===== src/hw/rtl/ble_pkg.sv =====
// shared types and codes for the bounded list engine
// no dependencies
package ble_pkg;

  localparam int CAPACITY_DEF = 32;

  localparam int VALUE_W  = 32;
  localparam int FUNC_W   = 3;
  localparam int POS_W    = 7;
  localparam int KIND_W   = 3;
  localparam int S_DATA_W = 40;  // value + position, padded to bytes
  localparam int M_DATA_W = 32;

  localparam logic [FUNC_W-1:0] FUNC_APPEND = 3'd0;
  localparam logic [FUNC_W-1:0] FUNC_REMOVE = 3'd1;
  localparam logic [FUNC_W-1:0] FUNC_DEDUPE = 3'd2;
  localparam logic [FUNC_W-1:0] FUNC_PAL    = 3'd3;
  localparam logic [FUNC_W-1:0] FUNC_SHOW   = 3'd4;

  localparam logic [KIND_W-1:0] KIND_REMOVED  = 3'd0;
  localparam logic [KIND_W-1:0] KIND_NOTFOUND = 3'd1;
  localparam logic [KIND_W-1:0] KIND_ELEMENT  = 3'd2;
  localparam logic [KIND_W-1:0] KIND_PAL_YES  = 3'd3;
  localparam logic [KIND_W-1:0] KIND_PAL_NO   = 3'd4;
  localparam logic [KIND_W-1:0] KIND_EMPTY    = 3'd5;
  localparam logic [KIND_W-1:0] KIND_FULL     = 3'd6;

  typedef struct packed {
    logic signed [VALUE_W-1:0] value;
    logic [KIND_W-1:0]         kind;
    logic                      last;
  } res_t;

endpackage


===== src/hw/rtl/ble_ram.sv =====
// generic single write port, single read port ram with registered read
// no dependencies
module ble_ram #(
  parameter int WIDTH = 32,
  parameter int DEPTH = 32
) (
  input  logic                     clk_i,
  input  logic                     we_i,
  input  logic [$clog2(DEPTH)-1:0] waddr_i,
  input  logic [WIDTH-1:0]         wdata_i,
  input  logic                     re_i,
  input  logic [$clog2(DEPTH)-1:0] raddr_i,
  output logic [WIDTH-1:0]         rdata_o
);

  logic [WIDTH-1:0] mem_q [DEPTH];
  logic [WIDTH-1:0] rdata_q;

  always_ff @(posedge clk_i) begin
    if (we_i) begin
      mem_q[waddr_i] <= wdata_i;
    end
    if (re_i) begin
      rdata_q <= mem_q[raddr_i];
    end
  end

  assign rdata_o = rdata_q;

endmodule


===== src/hw/rtl/ble_seq.sv =====
// command sequencer: walks the element ram one access a cycle at most, held
// on result ready, with a shared equality compare; depends on ble_pkg
module ble_seq #(
  parameter int CAPACITY = ble_pkg::CAPACITY_DEF
) (
  input  logic                              clk_i,
  input  logic                              rst_ni,
  input  logic                              cmd_valid_i,
  output logic                              cmd_ready_o,
  input  logic [ble_pkg::FUNC_W-1:0]        cmd_func_i,
  input  logic [ble_pkg::VALUE_W-1:0]       cmd_value_i,
  input  logic [ble_pkg::POS_W-1:0]         cmd_pos_i,
  output logic                              ram_we_o,
  output logic [$clog2(CAPACITY)-1:0]       ram_waddr_o,
  output logic [ble_pkg::VALUE_W-1:0]       ram_wdata_o,
  output logic                              ram_re_o,
  output logic [$clog2(CAPACITY)-1:0]       ram_raddr_o,
  input  logic [ble_pkg::VALUE_W-1:0]       ram_rdata_i,
  output logic                              res_valid_o,
  input  logic                              res_ready_i,
  output ble_pkg::res_t                     res_o
);

  localparam int LEN_W  = $clog2(CAPACITY + 1);
  localparam int ADDR_W = $clog2(CAPACITY);

  localparam logic [3:0] S_IDLE   = 4'd0;
  localparam logic [3:0] S_RM_CAP = 4'd1;
  localparam logic [3:0] S_RM_RD  = 4'd2;
  localparam logic [3:0] S_RM_WR  = 4'd3;
  localparam logic [3:0] S_DD_RD  = 4'd4;
  localparam logic [3:0] S_DD_CAP = 4'd5;
  localparam logic [3:0] S_DD_KRD = 4'd6;
  localparam logic [3:0] S_DD_CMP = 4'd7;
  localparam logic [3:0] S_PL_RD  = 4'd8;
  localparam logic [3:0] S_PL_CAP = 4'd9;
  localparam logic [3:0] S_PL_CMP = 4'd10;
  localparam logic [3:0] S_LS_CHK = 4'd11;
  localparam logic [3:0] S_LS_RD  = 4'd12;
  localparam logic [3:0] S_LS_OUT = 4'd13;
  localparam logic [3:0] S_EMIT   = 4'd14;

  logic [3:0]                   state_q, state_d;
  logic [LEN_W-1:0]             len_q, len_d;
  logic [LEN_W-1:0]             i_q, i_d;   // read index
  logic [LEN_W-1:0]             j_q, j_d;   // dedupe write index
  logic [LEN_W-1:0]             k_q, k_d;   // dedupe scan index
  logic [ble_pkg::VALUE_W-1:0]  cur_q, cur_d;
  logic [ble_pkg::KIND_W-1:0]   rkind_q, rkind_d;
  logic [ble_pkg::VALUE_W-1:0]  rval_q, rval_d;

  logic                         eq;
  logic                         pos_bad;
  logic [ble_pkg::POS_W-1:0]    pos_m1;
  logic [LEN_W-1:0]             i_inc;
  logic [LEN_W-1:0]             mirror;
  logic                         full;

  // the one shared compare unit
  assign eq      = (ram_rdata_i == cur_q);
  assign pos_m1  = cmd_pos_i - ble_pkg::POS_W'(1);
  assign pos_bad = (cmd_pos_i == '0) || (cmd_pos_i > ble_pkg::POS_W'(len_q));
  assign i_inc   = i_q + LEN_W'(1);
  assign mirror  = len_q - LEN_W'(1) - i_q;
  assign full    = (len_q == LEN_W'(CAPACITY));

  assign cmd_ready_o = (state_q == S_IDLE);

  always_comb begin
    state_d     = state_q;
    len_d       = len_q;
    i_d         = i_q;
    j_d         = j_q;
    k_d         = k_q;
    cur_d       = cur_q;
    rkind_d     = rkind_q;
    rval_d      = rval_q;
    ram_we_o    = 1'b0;
    ram_waddr_o = i_q[ADDR_W-1:0];
    ram_wdata_o = cur_q;
    ram_re_o    = 1'b0;
    ram_raddr_o = i_q[ADDR_W-1:0];
    res_valid_o = 1'b0;
    res_o       = '{value: rval_q, kind: rkind_q, last: 1'b1};

    unique case (state_q)
      S_IDLE: begin
        if (cmd_valid_i) begin
          unique case (cmd_func_i)
            ble_pkg::FUNC_APPEND: begin
              if (full) begin
                rkind_d = ble_pkg::KIND_FULL;
                rval_d  = '0;
                state_d = S_EMIT;
              end else begin
                ram_we_o    = 1'b1;
                ram_waddr_o = len_q[ADDR_W-1:0];
                ram_wdata_o = cmd_value_i;
                len_d       = len_q + LEN_W'(1);
              end
            end
            ble_pkg::FUNC_REMOVE: begin
              if (pos_bad) begin
                rkind_d = ble_pkg::KIND_NOTFOUND;
                rval_d  = '0;
                state_d = S_EMIT;
              end else begin
                ram_re_o    = 1'b1;
                ram_raddr_o = pos_m1[ADDR_W-1:0];
                i_d         = pos_m1[LEN_W-1:0];
                state_d     = S_RM_CAP;
              end
            end
            ble_pkg::FUNC_DEDUPE: begin
              i_d     = '0;
              j_d     = '0;
              state_d = S_DD_RD;
            end
            ble_pkg::FUNC_PAL: begin
              i_d     = '0;
              state_d = S_PL_RD;
            end
            ble_pkg::FUNC_SHOW: begin
              state_d = S_LS_CHK;
            end
            default: begin
            end
          endcase
        end
      end
      S_RM_CAP: begin
        rval_d  = ram_rdata_i;
        state_d = S_RM_RD;
      end
      // close the gap one entry at a time
      S_RM_RD: begin
        if (i_inc < len_q) begin
          ram_re_o    = 1'b1;
          ram_raddr_o = i_inc[ADDR_W-1:0];
          state_d     = S_RM_WR;
        end else begin
          len_d   = len_q - LEN_W'(1);
          rkind_d = ble_pkg::KIND_REMOVED;
          state_d = S_EMIT;
        end
      end
      S_RM_WR: begin
        ram_we_o    = 1'b1;
        ram_waddr_o = i_q[ADDR_W-1:0];
        ram_wdata_o = ram_rdata_i;
        i_d         = i_inc;
        state_d     = S_RM_RD;
      end
      S_DD_RD: begin
        if (i_q < len_q) begin
          ram_re_o    = 1'b1;
          ram_raddr_o = i_q[ADDR_W-1:0];
          state_d     = S_DD_CAP;
        end else begin
          len_d   = j_q;
          state_d = S_LS_CHK;
        end
      end
      S_DD_CAP: begin
        cur_d   = ram_rdata_i;
        k_d     = '0;
        state_d = S_DD_KRD;
      end
      // scan the kept prefix for a copy of cur
      S_DD_KRD: begin
        if (k_q < j_q) begin
          ram_re_o    = 1'b1;
          ram_raddr_o = k_q[ADDR_W-1:0];
          state_d     = S_DD_CMP;
        end else begin
          ram_we_o    = 1'b1;
          ram_waddr_o = j_q[ADDR_W-1:0];
          ram_wdata_o = cur_q;
          j_d         = j_q + LEN_W'(1);
          i_d         = i_inc;
          state_d     = S_DD_RD;
        end
      end
      S_DD_CMP: begin
        if (eq) begin
          i_d     = i_inc;
          state_d = S_DD_RD;
        end else begin
          k_d     = k_q + LEN_W'(1);
          state_d = S_DD_KRD;
        end
      end
      S_PL_RD: begin
        if (i_q < (len_q >> 1)) begin
          ram_re_o    = 1'b1;
          ram_raddr_o = i_q[ADDR_W-1:0];
          state_d     = S_PL_CAP;
        end else begin
          rkind_d = ble_pkg::KIND_PAL_YES;
          rval_d  = '0;
          state_d = S_EMIT;
        end
      end
      S_PL_CAP: begin
        cur_d       = ram_rdata_i;
        ram_re_o    = 1'b1;
        ram_raddr_o = mirror[ADDR_W-1:0];
        state_d     = S_PL_CMP;
      end
      S_PL_CMP: begin
        if (eq) begin
          i_d     = i_inc;
          state_d = S_PL_RD;
        end else begin
          rkind_d = ble_pkg::KIND_PAL_NO;
          rval_d  = '0;
          state_d = S_EMIT;
        end
      end
      S_LS_CHK: begin
        if (len_q == '0) begin
          rkind_d = ble_pkg::KIND_EMPTY;
          rval_d  = '0;
          state_d = S_EMIT;
        end else begin
          i_d     = '0;
          state_d = S_LS_RD;
        end
      end
      S_LS_RD: begin
        ram_re_o    = 1'b1;
        ram_raddr_o = i_q[ADDR_W-1:0];
        state_d     = S_LS_OUT;
      end
      // ram read data holds until the next read, so it can wait on ready
      S_LS_OUT: begin
        res_valid_o = 1'b1;
        res_o       = '{value: ram_rdata_i, kind: ble_pkg::KIND_ELEMENT,
                        last: (i_inc == len_q)};
        if (res_ready_i) begin
          if (i_inc == len_q) begin
            state_d = S_IDLE;
          end else begin
            i_d     = i_inc;
            state_d = S_LS_RD;
          end
        end
      end
      S_EMIT: begin
        res_valid_o = 1'b1;
        if (res_ready_i) begin
          state_d = S_IDLE;
        end
      end
      default: begin
        state_d = S_IDLE;
      end
    endcase
  end

  always_ff @(posedge clk_i or negedge rst_ni) begin
    if (!rst_ni) begin
      state_q <= S_IDLE;
      len_q   <= '0;
      i_q     <= '0;
      j_q     <= '0;
      k_q     <= '0;
    end else begin
      state_q <= state_d;
      len_q   <= len_d;
      i_q     <= i_d;
      j_q     <= j_d;
      k_q     <= k_d;
    end
  end

  always_ff @(posedge clk_i) begin
    cur_q   <= cur_d;
    rkind_q <= rkind_d;
    rval_q  <= rval_d;
  end

endmodule


===== src/hw/rtl/ble_out_stage.sv =====
// output register between the sequencer and the result stream
// depends on ble_pkg
module ble_out_stage (
  input  logic          clk_i,
  input  logic          rst_ni,
  input  logic          res_valid_i,
  output logic          res_ready_o,
  input  ble_pkg::res_t res_i,
  output logic          out_valid_o,
  input  logic          out_ready_i,
  output ble_pkg::res_t out_o
);

  logic          valid_q, valid_d;
  ble_pkg::res_t data_q;
  logic          load;

  // take a new request whenever the slot is empty or draining this cycle
  assign res_ready_o = !valid_q || out_ready_i;
  assign load        = res_valid_i && res_ready_o;

  always_comb begin
    valid_d = valid_q;
    if (load) begin
      valid_d = 1'b1;
    end else if (out_ready_i) begin
      valid_d = 1'b0;
    end
  end

  always_ff @(posedge clk_i or negedge rst_ni) begin
    if (!rst_ni) begin
      valid_q <= 1'b0;
    end else begin
      valid_q <= valid_d;
    end
  end

  always_ff @(posedge clk_i) begin
    if (load) begin
      data_q <= res_i;
    end
  end

  assign out_valid_o = valid_q;
  assign out_o       = data_q;

endmodule


===== src/hw/rtl/bounded_list_engine.sv =====
// bounded list engine top level: command stream in, result stream out
// depends on ble_pkg, ble_seq, ble_ram, ble_out_stage
//
//  channel  dir  tdata                        tuser        tlast
//  s_axis   in   value[31:0] position[38:32]  func[2:0]    -
//  m_axis   out  value_out[31:0]              kind[2:0]    last
//
// append writes from idle and gives no result, or a full result when full;
// remove shifts each later entry down; palindrome compares mirrored pairs,
// show emits each element; dedupe compares each element against the kept
// prefix; all walks go through the single ram port and the one shared
// comparator
// s_axis_tready is low while a command runs; results stall on m_axis_tready
// reset clears the length; ram contents are not cleared
module bounded_list_engine #(
  parameter int CAPACITY = ble_pkg::CAPACITY_DEF
) (
  input  logic                          clk_i,
  input  logic                          rst_ni,
  input  logic                          s_axis_tvalid,
  output logic                          s_axis_tready,
  input  logic [ble_pkg::S_DATA_W-1:0]  s_axis_tdata,  // value[31:0], position[38:32]
  input  logic [ble_pkg::FUNC_W-1:0]    s_axis_tuser,  // func[2:0]
  output logic                          m_axis_tvalid,
  input  logic                          m_axis_tready,
  output logic [ble_pkg::M_DATA_W-1:0]  m_axis_tdata,  // value_out[31:0]
  output logic [ble_pkg::KIND_W-1:0]    m_axis_tuser,  // kind[2:0]
  output logic                          m_axis_tlast
);

  localparam int ADDR_W = $clog2(CAPACITY);

  logic                         ram_we;
  logic [ADDR_W-1:0]            ram_waddr;
  logic [ble_pkg::VALUE_W-1:0]  ram_wdata;
  logic                         ram_re;
  logic [ADDR_W-1:0]            ram_raddr;
  logic [ble_pkg::VALUE_W-1:0]  ram_rdata;
  logic                         res_valid;
  logic                         res_ready;
  ble_pkg::res_t                res;
  ble_pkg::res_t                out;

  ble_seq #(
    .CAPACITY(CAPACITY)
  ) u_seq (
    .clk_i       (clk_i),
    .rst_ni      (rst_ni),
    .cmd_valid_i (s_axis_tvalid),
    .cmd_ready_o (s_axis_tready),
    .cmd_func_i  (s_axis_tuser),
    .cmd_value_i (s_axis_tdata[ble_pkg::VALUE_W-1:0]),
    .cmd_pos_i   (s_axis_tdata[ble_pkg::VALUE_W +: ble_pkg::POS_W]),
    .ram_we_o    (ram_we),
    .ram_waddr_o (ram_waddr),
    .ram_wdata_o (ram_wdata),
    .ram_re_o    (ram_re),
    .ram_raddr_o (ram_raddr),
    .ram_rdata_i (ram_rdata),
    .res_valid_o (res_valid),
    .res_ready_i (res_ready),
    .res_o       (res)
  );

  ble_ram #(
    .WIDTH(ble_pkg::VALUE_W),
    .DEPTH(CAPACITY)
  ) u_ram (
    .clk_i   (clk_i),
    .we_i    (ram_we),
    .waddr_i (ram_waddr),
    .wdata_i (ram_wdata),
    .re_i    (ram_re),
    .raddr_i (ram_raddr),
    .rdata_o (ram_rdata)
  );

  ble_out_stage u_out (
    .clk_i       (clk_i),
    .rst_ni      (rst_ni),
    .res_valid_i (res_valid),
    .res_ready_o (res_ready),
    .res_i       (res),
    .out_valid_o (m_axis_tvalid),
    .out_ready_i (m_axis_tready),
    .out_o       (out)
  );

  assign m_axis_tdata = out.value;
  assign m_axis_tuser = out.kind;
  assign m_axis_tlast = out.last;

endmodule


===== config.mk =====
export PLATFORM = sky130hd
export DESIGN_NAME = bounded_list_engine
export DESIGN_NICKNAME = d
export VERILOG_FILES = /design/src/hw/rtl/ble_pkg.sv /design/src/hw/rtl/ble_ram.sv /design/src/hw/rtl/ble_seq.sv /design/src/hw/rtl/ble_out_stage.sv /design/src/hw/rtl/bounded_list_engine.sv
export SDC_FILE = /design/constraint.sdc
export NUM_CORES = 2
export LEC_CHECK = 0
export BUFFER_PORTS_ARGS = -buffer_cell sky130_fd_sc_hd__buf_2
export CAP_MARGIN = 20
export CORE_ASPECT_RATIO = 1.2
export CORE_UTILIZATION = 50
export DETAILED_ROUTE_END_ITERATION = 10
export GPL_ROUTABILITY_DRIVEN = 0
export PLACE_DENSITY = 0.76
export SLEW_MARGIN = 10
export SYNTH_ARGS = -nofsm -noshare
export SYNTH_HDL_FRONTEND = slang
export SYNTH_SLANG_ARGS = --single-unit
export TNS_END_PERCENT = 5

===== constraint.sdc =====
create_clock -name clk_i -period 5.7 [get_ports clk_i]
set_input_delay 0.285 -clock clk_i [delete_from_list [all_inputs] [get_ports clk_i]]
set_output_delay 0.285 -clock clk_i [all_outputs]
set_load 0.01 [all_outputs]

Word-level counts from Yosys, hierarchy flattened
Memories as Yosys holds them, arrays and structs flattened. A register that Yosys moved wholly into a read port is not among the register bits.
Cells that the tools add are included.
{"block": "word_totals", "ff_bits": 132, "ram_bits": 1024, "mem_count": 1}
{"block": "op_classes", "add_sub_neg": 7, "magnitude_cmp": 5, "eq_ne": 43, "mux": 87, "reduce_logical": 28}
{"name": "u_ram.mem_q", "words": 32, "width": 32, "read_ports": 1, "rd_ports_with_merged_regs": 1, "wr": 1, "line": "ble_ram.sv:16", "text": "logic [WIDTH-1:0] mem_q [DEPTH];"}
{"op": "two-way mux 32 bit", "n": 9}
{"op": "one-hot mux 32 bit (5 select lines)", "n": 1}
{"op": "one-hot mux 32 bit (2 select lines)", "n": 2}
{"op": "two-way mux 6 bit", "n": 16}
{"op": "one-hot mux 4 bit (14 select lines)", "n": 1}
{"op": "two-way mux 5 bit", "n": 9}
{"op": "two-way mux 36 bit", "n": 1}
{"op": "one-hot mux 6 bit (2 select lines)", "n": 3}
{"op": "one-hot mux 6 bit (6 select lines)", "n": 1}
{"op": "== test 32 bit", "n": 1}
{"op": "two-way mux 4 bit", "n": 8}
{"op": "== test 4 bit (second input constant)", "n": 7}
{"op": "two-way mux 3 bit", "n": 9}
{"op": "adder 6 x 1 -> 6 bit (second input constant)", "n": 4}
{"op": "inequality test 2 bit (second input constant)", "n": 10}
{"op": "one-hot mux 4 bit (5 select lines)", "n": 1}
{"op": "one-hot mux 5 bit (4 select lines)", "n": 1}
{"op": "less-than comparator 6 bit", "n": 3}
{"op": "one-hot mux 6 bit (3 select lines)", "n": 1}
{"op": "AND reduction 9 bit", "n": 2}
{"op": "== test 4 x 3 -> 1 bit (second input constant)", "n": 4}
{"op": "two-way mux 1 bit", "n": 16}
{"op": "one-hot mux 3 bit (5 select lines)", "n": 1}
{"op": "inequality test 2 x 1 -> 1 bit (second input constant)", "n": 6}
{"op": "37 further kinds", "n": 53}

Longest topological paths before layout
{"block": "depth", "ltp_word": 7, "ltp_mapped": 19}

Hierarchy
A second synthesis with hierarchy kept.
{"block": "hier_totals", "cells_unflattened": 3008, "area_unflattened_um2": 48855.6}
{"mod": "ble_ram", "n_inst": 1, "cells_per_inst": 2260, "area_per_inst_um2": 40812.9, "seq_area_each_um2": 31710.4}
{"mod": "ble_seq", "n_inst": 1, "cells_per_inst": 708, "area_per_inst_um2": 6907.9, "seq_area_each_um2": 2712.6}
{"mod": "ble_out_stage", "n_inst": 1, "cells_per_inst": 40, "area_per_inst_um2": 1134.8, "seq_area_each_um2": 1106.1}

Worst setup path after synthesis
OpenSTA, ideal clock, no wires.
{"block": "synth_timing", "kind": "register to register", "startpoint": "register u_seq.len_q[4]", "endpoint": "register u_seq.rval_q[0] in the netlist's numbering, enable pin", "t_arrival_ns": 4.497, "setup_slack_ns": 0.733, "stages_incl_launch_ff": 11, "synth_period_minus_slack_ns": 4.967, "path_cell_list": "dfrtp_1 -> clkbuf_1 -> inv_1 -> ha_1 -> nand4b_1 -> a21oi_1 -> o22ai_1 -> and3_1 -> o41ai_1 -> nand3_1 -> a211oi_1"}
{"block": "synth_between", "elab_chain_cells": 4, "elab_cells_between_ends": 10}
{"item": "from (decl)", "line": "ble_seq.sv:44", "text": "logic [LEN_W-1:0] len_q, len_d;"}
{"item": "from (signal assigned)", "line": "ble_seq.sv:270", "text": "len_q <= len_d;"}
{"item": "greater-than comparator 7 x 6 -> 1 bit", "line": "ble_seq.sv:62", "text": "assign pos_bad = (cmd_pos_i == '0) || (cmd_pos_i > ble_pkg::POS_W'(len_q));"}
{"item": "logical OR 1 bit", "line": "ble_seq.sv:62"}
{"item": "inequality test 3 x 2 -> 1 bit (no source line)"}
{"item": "AND reduction 8 bit (no source line) (*)"}
{"item": "to (signal assigned)", "line": "ble_seq.sv:280", "text": "rval_q <= rval_d;"}
{"item": "to (decl)", "line": "ble_seq.sv:50", "text": "logic [ble_pkg::VALUE_W-1:0] rval_q, rval_d;"}
Mark *: on every way between the ends. The rest lies on a longest branch, timed or not.
A chain may end at the register's enable or synchronous reset.

Worst setup path in the final report
{"block": "layout_timing", "startpoint": "register u_seq.len_q[0]", "endpoint": "memory u_ram.mem_q[14][22], enable pin"}
{"block": "layout_between", "elab_chain_cells": 7, "elab_cells_between_ends": 11}
{"item": "== test 6 bit", "line": "ble_seq.sv:65", "text": "assign full = (len_q == LEN_W'(CAPACITY));"}
{"item": "two-way mux 1 bit", "line": "ble_seq.sv:91", "text": "if (full) begin"}
{"item": "two-way mux 1 bit", "line": "ble_seq.sv:89", "text": "unique case (cmd_func_i)"}
{"item": "two-way mux 1 bit", "line": "ble_seq.sv:88", "text": "if (cmd_valid_i) begin"}
{"item": "one-hot mux 1 bit (3 select lines)", "line": "ble_seq.sv:86", "text": "unique case (state_q)"}
{"item": "two-way mux 1 bit", "line": "ble_ram.sv:20", "text": "if (we_i) begin"}
{"item": "two-way mux 1 bit (implied by the code)", "line": "ble_ram.sv:21", "text": "mem_q[waddr_i] <= wdata_i;"}
{"item": "to (decl)", "line": "ble_ram.sv:16"}
Several ways; a longest one is shown, not always the timed one.

==> results by stage <==
Yosys:
- Counting every net in the synthesized netlist gives 2943.
- The netlist uses 73 different library cells.
- After synthesis, the cell types taking the most area are sky130_fd_sc_hd__edfxtp_1 (70%), sky130_fd_sc_hd__mux2i_1 (11%), sky130_fd_sc_hd__mux2_2 (3.1%).
- The count of flip-flops with a built-in enable after synthesis is 1159.
- Yosys instantiated no cell more often than sky130_fd_sc_hd__edfxtp_1.
- Ranked by instance count, the synthesized netlist is headed by sky130_fd_sc_hd__edfxtp_1 (1159), sky130_fd_sc_hd__mux2i_1 (565), sky130_fd_sc_hd__mux2_2 (135).
- The xor-xnor portion of the synthesized cell area is 0.0101.
- The fraction of the mapped netlist area in compound gates came to 0.0435.
- Of the post-synthesis cell area, the part taken by muxes is 0.160.
- After synthesis, the largest family of logic cells by area is multiplexers.
- The share of the Yosys chip area taken by registers is 0.716.
- Counting flops and latches in the post-synthesis netlist gives 1188.
- The area of the mapped netlist is 49600 µm².
- Counting every instance in the synthesized netlist gives 2858.
- A synthesized cell averages 17.4 µm².
- Of the total synthesized cell area, the portion taken by AND, OR, NAND and NOR gates is 0.0398.
- Of the post-synthesis cell area, the dominant cell type holds 0.701.
- The async set-or-reset flop fraction in the synthesized netlist is 0.0244.
- The synthesized-area fraction occupied by adder cells is 0.00973.
- The Yosys step of the flow raised 0 warnings.
- In the synthesized netlist the dominant register cell turns out to be sky130_fd_sc_hd__edfxtp_1.
- Summed over all instances, the cell type with the most area after synthesis is sky130_fd_sc_hd__edfxtp_1.

Pwr:
- In this run the power density over the cells is 620 nW/µm².
- The worst-case IR drop observed on VDD is 1.04 mV.
- After layout, the design draws a total of 0.0346 W.
- In this run the static leakage power is 20.0 nW.

Routing:
- After detailed routing, the total wire length is 126000 µm.
- The DRC violation count after routing is 0.
- The count of TritonRoute iterations in the first routing pass is 6.
- The ratio of routed vias to standard cells is 6.29.
- The number of design-rule violations left by the first detailed-router iteration is 3040.
- The remaining antenna violation count is 0.
- The detailed-route via count is 27.5k.
- The routed wirelength normalized by instance count is 28.9 µm.

Die:
- The starting density of the core is 0.504.
- Measured along the x axis, the die boundary spans 290 µm.
- Pin placement for this block handled 85 I/O pins.
- The die covers 101000 µm².
- In this run the standard cell core region covers 98400 µm².
- The number of standard-cell rows in the floorplan is 126.
- The chip height is 347 µm.

Worst setup path:
- The cell with the biggest individual delay on the critical path is sky130_fd_sc_hd__dfrtp_1.
- Setup slack on the worst reg-to-reg path comes out at 0.56 ns.
- STA classifies the critical path startpoint as a flip-flop.
- In this run the worst path has a maximum fanout of 14.
- The depth of the worst register-to-register path is 12.
- The start point of the critical path is u_seq.len_q[0].
- The critical path endpoint is u_ram.mem_q[14][22].
- The delay of the slowest cell on the worst path is 0.60 ns.
- The endpoint identified for the worst register-to-register timing path is u_ram.mem_q[14][22].
- The nature of the critical path endpoint is a flip-flop.
- The critical path data required time is 6.05 ns.
- The critical path start-end classification is reg -> reg.
- The startpoint of the lowest-slack register-to-register path is u_seq.len_q[0].
- At the worst endpoint, the arrival time is 5.49 ns.
- The critical path goes through inv_1 -> ha_1 -> or3b_1 -> nor2_1 -> a2111oi_2 -> and3_2 -> o21ai_1 -> a222oi_1 -> buf_4 -> or3b_1 -> nor2_4 -> buf_4.

Outcome:
- The flow ran to the end, and the final reports show no timing, DRC or antenna violations.

Clock network:
- Counting the buffers created by CTS gives 107.
- For this design, the sink count on the clock tree is 1188.
- The post-cts gate resize count is 0.
- The CTS tree is built.
- The number of hold-repair buffers added at the cts stage is 2.
- Clock-pin slew was measured on the worst setup and hold paths at 0.06 ns.
- The number of post-CTS setup repair buffers is 0.
- The H-tree level count is 3.
- Clock latency on the worst-skew pair, taken at its later pin, is 0.70 ns.
- The number of buffers on the longest clock path is 3.
- Clock tree synthesis selected as its root buffer the cell sky130_fd_sc_hd__clkbuf_16.

Global route:
- The number of global-route vias before repair is 27.4k.
- The first global-routing pass estimated 180000 µm of wire.
- Entering global routing, the biggest net connects 88 pins.
- The overall fraction of global-route tracks in use is 0.248.
- After global routing the overflow that remains totals 0.
- The number of antenna violations at the first check in global routing is 1.

Layout:
- The number of antenna diodes in the final layout is 0.
- The share of post-route cells with drive strength above 1 is 0.188.
- Relative to the synthesized area, the layout overhead comes to 12.3%.
- For this run, the post-layout net count is 3087.

Hold path:
- The worst hold path belongs to the class in -> reg.
- The worst hold path passes through 4 cells.

Timing:
- The number of endpoints with negative hold slack in the final report is 0.
- The number of max-slew violations in the final report is 0.
- Between clock sinks in the finished design, the worst skew comes to 0.0349 ns.
- Setup repair after global routing left no endpoint under its margin.
- After routing, the total negative slack on setup checks comes to 0 ns.
- At the pin with the least slew margin, the transition time is 1.16 ns.
- The worst max-slew margin expressed relative to the limit is 0.224.
- The final setup violation count is 0.
- The maximum achievable frequency is 195 MHz.
- The time the worst path needs with I/O delays and setup is 5.14 ns.
- The final period utilization is 0.901.

Placement:
- The count of buffers added on input and output ports is 83.
- The HPWL after detailed placement is 75500 µm.

Job:
- Max-cap violations in this run came to 0.
==> metal layers <==
layer  part of all wire  vias to the layer above  track usage  wire length [µm]
li1                   -                    11600            -                 -
met1               0.35                    14000        0.293             44600
met2               0.50                     1466        0.423             63300
met3              0.079                      389       0.0405              9940
met4              0.065                        0        0.149              8150
met5                  0                        -            0                 0
==> metrics by stage <==
step	setup WS, ns	instance area, µm²	utilization	hold slack [ns]	instances
floorplan	0.733	49600	-	-0.0106	2858
global placement	0.821	52200	0.531	0.366	4160
detailed placement	0.763	52200	0.531	0.387	4160
CTS	0.687	55500	0.565	0.0381	4354
global route	0.465	55700	0.567	0.103	4365
finish	0.562	55700	0.567	0.0572	4365
==> critical path: cells and delay by family, from the launching register on <==
| kind | cells | cell delay (ns) |
|---|---|---|
| adders and majority gates | 1 | 0.28 |
| AOI/OAI and AO/OA | 3 | 1.10 |
| buffers and inverters | 3 | 0.83 |
| DFF | 1 | 0.60 |
| and+or+nand+nor | 5 | 1.98 |
==> where the power goes <==
part	leakage [nW]	switching [W]	internal, W	total (W)
Sequential	10.8	0.000788	0.0114	0.0122
Clock	1.62	0.00306	0.00384	0.00691
Combinational	7.51	0.00892	0.00654	0.0155
==> worst min-delay path by stage <==
stage / slack, ns / end / start
2_1_floorplan: -0.01 / u_out.out_valid_o / rst_ni
3_3_place_gp: 0.37 / u_seq.k_q[2] / rst_ni
3_5_place_dp: 0.39 / u_seq.k_q[3] / rst_ni
4_1_cts: 0.04 / u_seq.i_q[5] / s_axis_tdata[37]
5_1_grt: 0.10 / u_ram.mem_q[29][14] / s_axis_tdata[14]
6_report: 0.06 / u_seq.i_q[5] / s_axis_tdata[37]
==> cell usage in the layout (no fill, tap or decap), types with 11 or more instances in the layout <==
cell type and n:
sky130_fd_sc_hd__a21oi_1 31, sky130_fd_sc_hd__a22o_1 39, sky130_fd_sc_hd__a22oi_1 37, sky130_fd_sc_hd__and3_1 40, sky130_fd_sc_hd__buf_12 36, sky130_fd_sc_hd__buf_2 84
sky130_fd_sc_hd__buf_4 54, sky130_fd_sc_hd__clkbuf_1 27, sky130_fd_sc_hd__clkbuf_16 109, sky130_fd_sc_hd__clkinv_1 21, sky130_fd_sc_hd__clkinv_2 17, sky130_fd_sc_hd__dfrtp_1 29
sky130_fd_sc_hd__edfxtp_1 1159, sky130_fd_sc_hd__ha_1 37, sky130_fd_sc_hd__inv_1 30, sky130_fd_sc_hd__mux2_2 135, sky130_fd_sc_hd__mux2i_1 565, sky130_fd_sc_hd__mux4_2 34
sky130_fd_sc_hd__nand2_1 102, sky130_fd_sc_hd__nand3_1 19, sky130_fd_sc_hd__nor2_1 41, sky130_fd_sc_hd__nor2_4 32, sky130_fd_sc_hd__nor3_1 11, sky130_fd_sc_hd__nor4_1 16
sky130_fd_sc_hd__nor4_2 25, sky130_fd_sc_hd__o21ai_0 24, sky130_fd_sc_hd__o22ai_1 79, sky130_fd_sc_hd__o2bb2ai_1 27, sky130_fd_sc_hd__xnor2_1 16, sky130_fd_sc_hd__xor2_1 41
==> sequential cells by signal, indices dropped and copies added, names as in the netlist <==
| name | count |
|---|---|
| u_seq.i_q | 6 |
| u_seq.rkind_q | 3 |
| u_seq.cur_q | 32 |
| u_seq.rval_q | 32 |
| u_ram.rdata_o | 32 |
| u_out.out_valid_o | 1 |
| u_seq.len_q | 6 |
| u_seq.j_q | 6 |
| u_seq.k_q | 6 |
| u_out.out_o | 36 |
| u_ram.mem_q | 1024 |
| u_seq.state_q | 4 |
==> cell families after synthesis <==
logic type | count (synthesis)
adders and majority gates | 38
buffers and inverters | 183
and+or+nand+nor | 354
AOI/OAI and AO/OA | 303
xor gates and xnor gates | 57
muxes | 735
DFF | 1188
==> area by class of cell <==
class / instances / area, µm²
Inverter: 32 / 120
Clock buffer: 138 / 2860
Sequential cell: 1188 / 35500
Tap cell: 1280 / 1600
Fill cell: 7135 / 42600
Multi-Input combinational cell: 1487 / 13400
Clock inverter: 54 / 473
Timing Repair Buffer: 186 / 1760
Note: power is estimated with default switching activity, not from simulation.
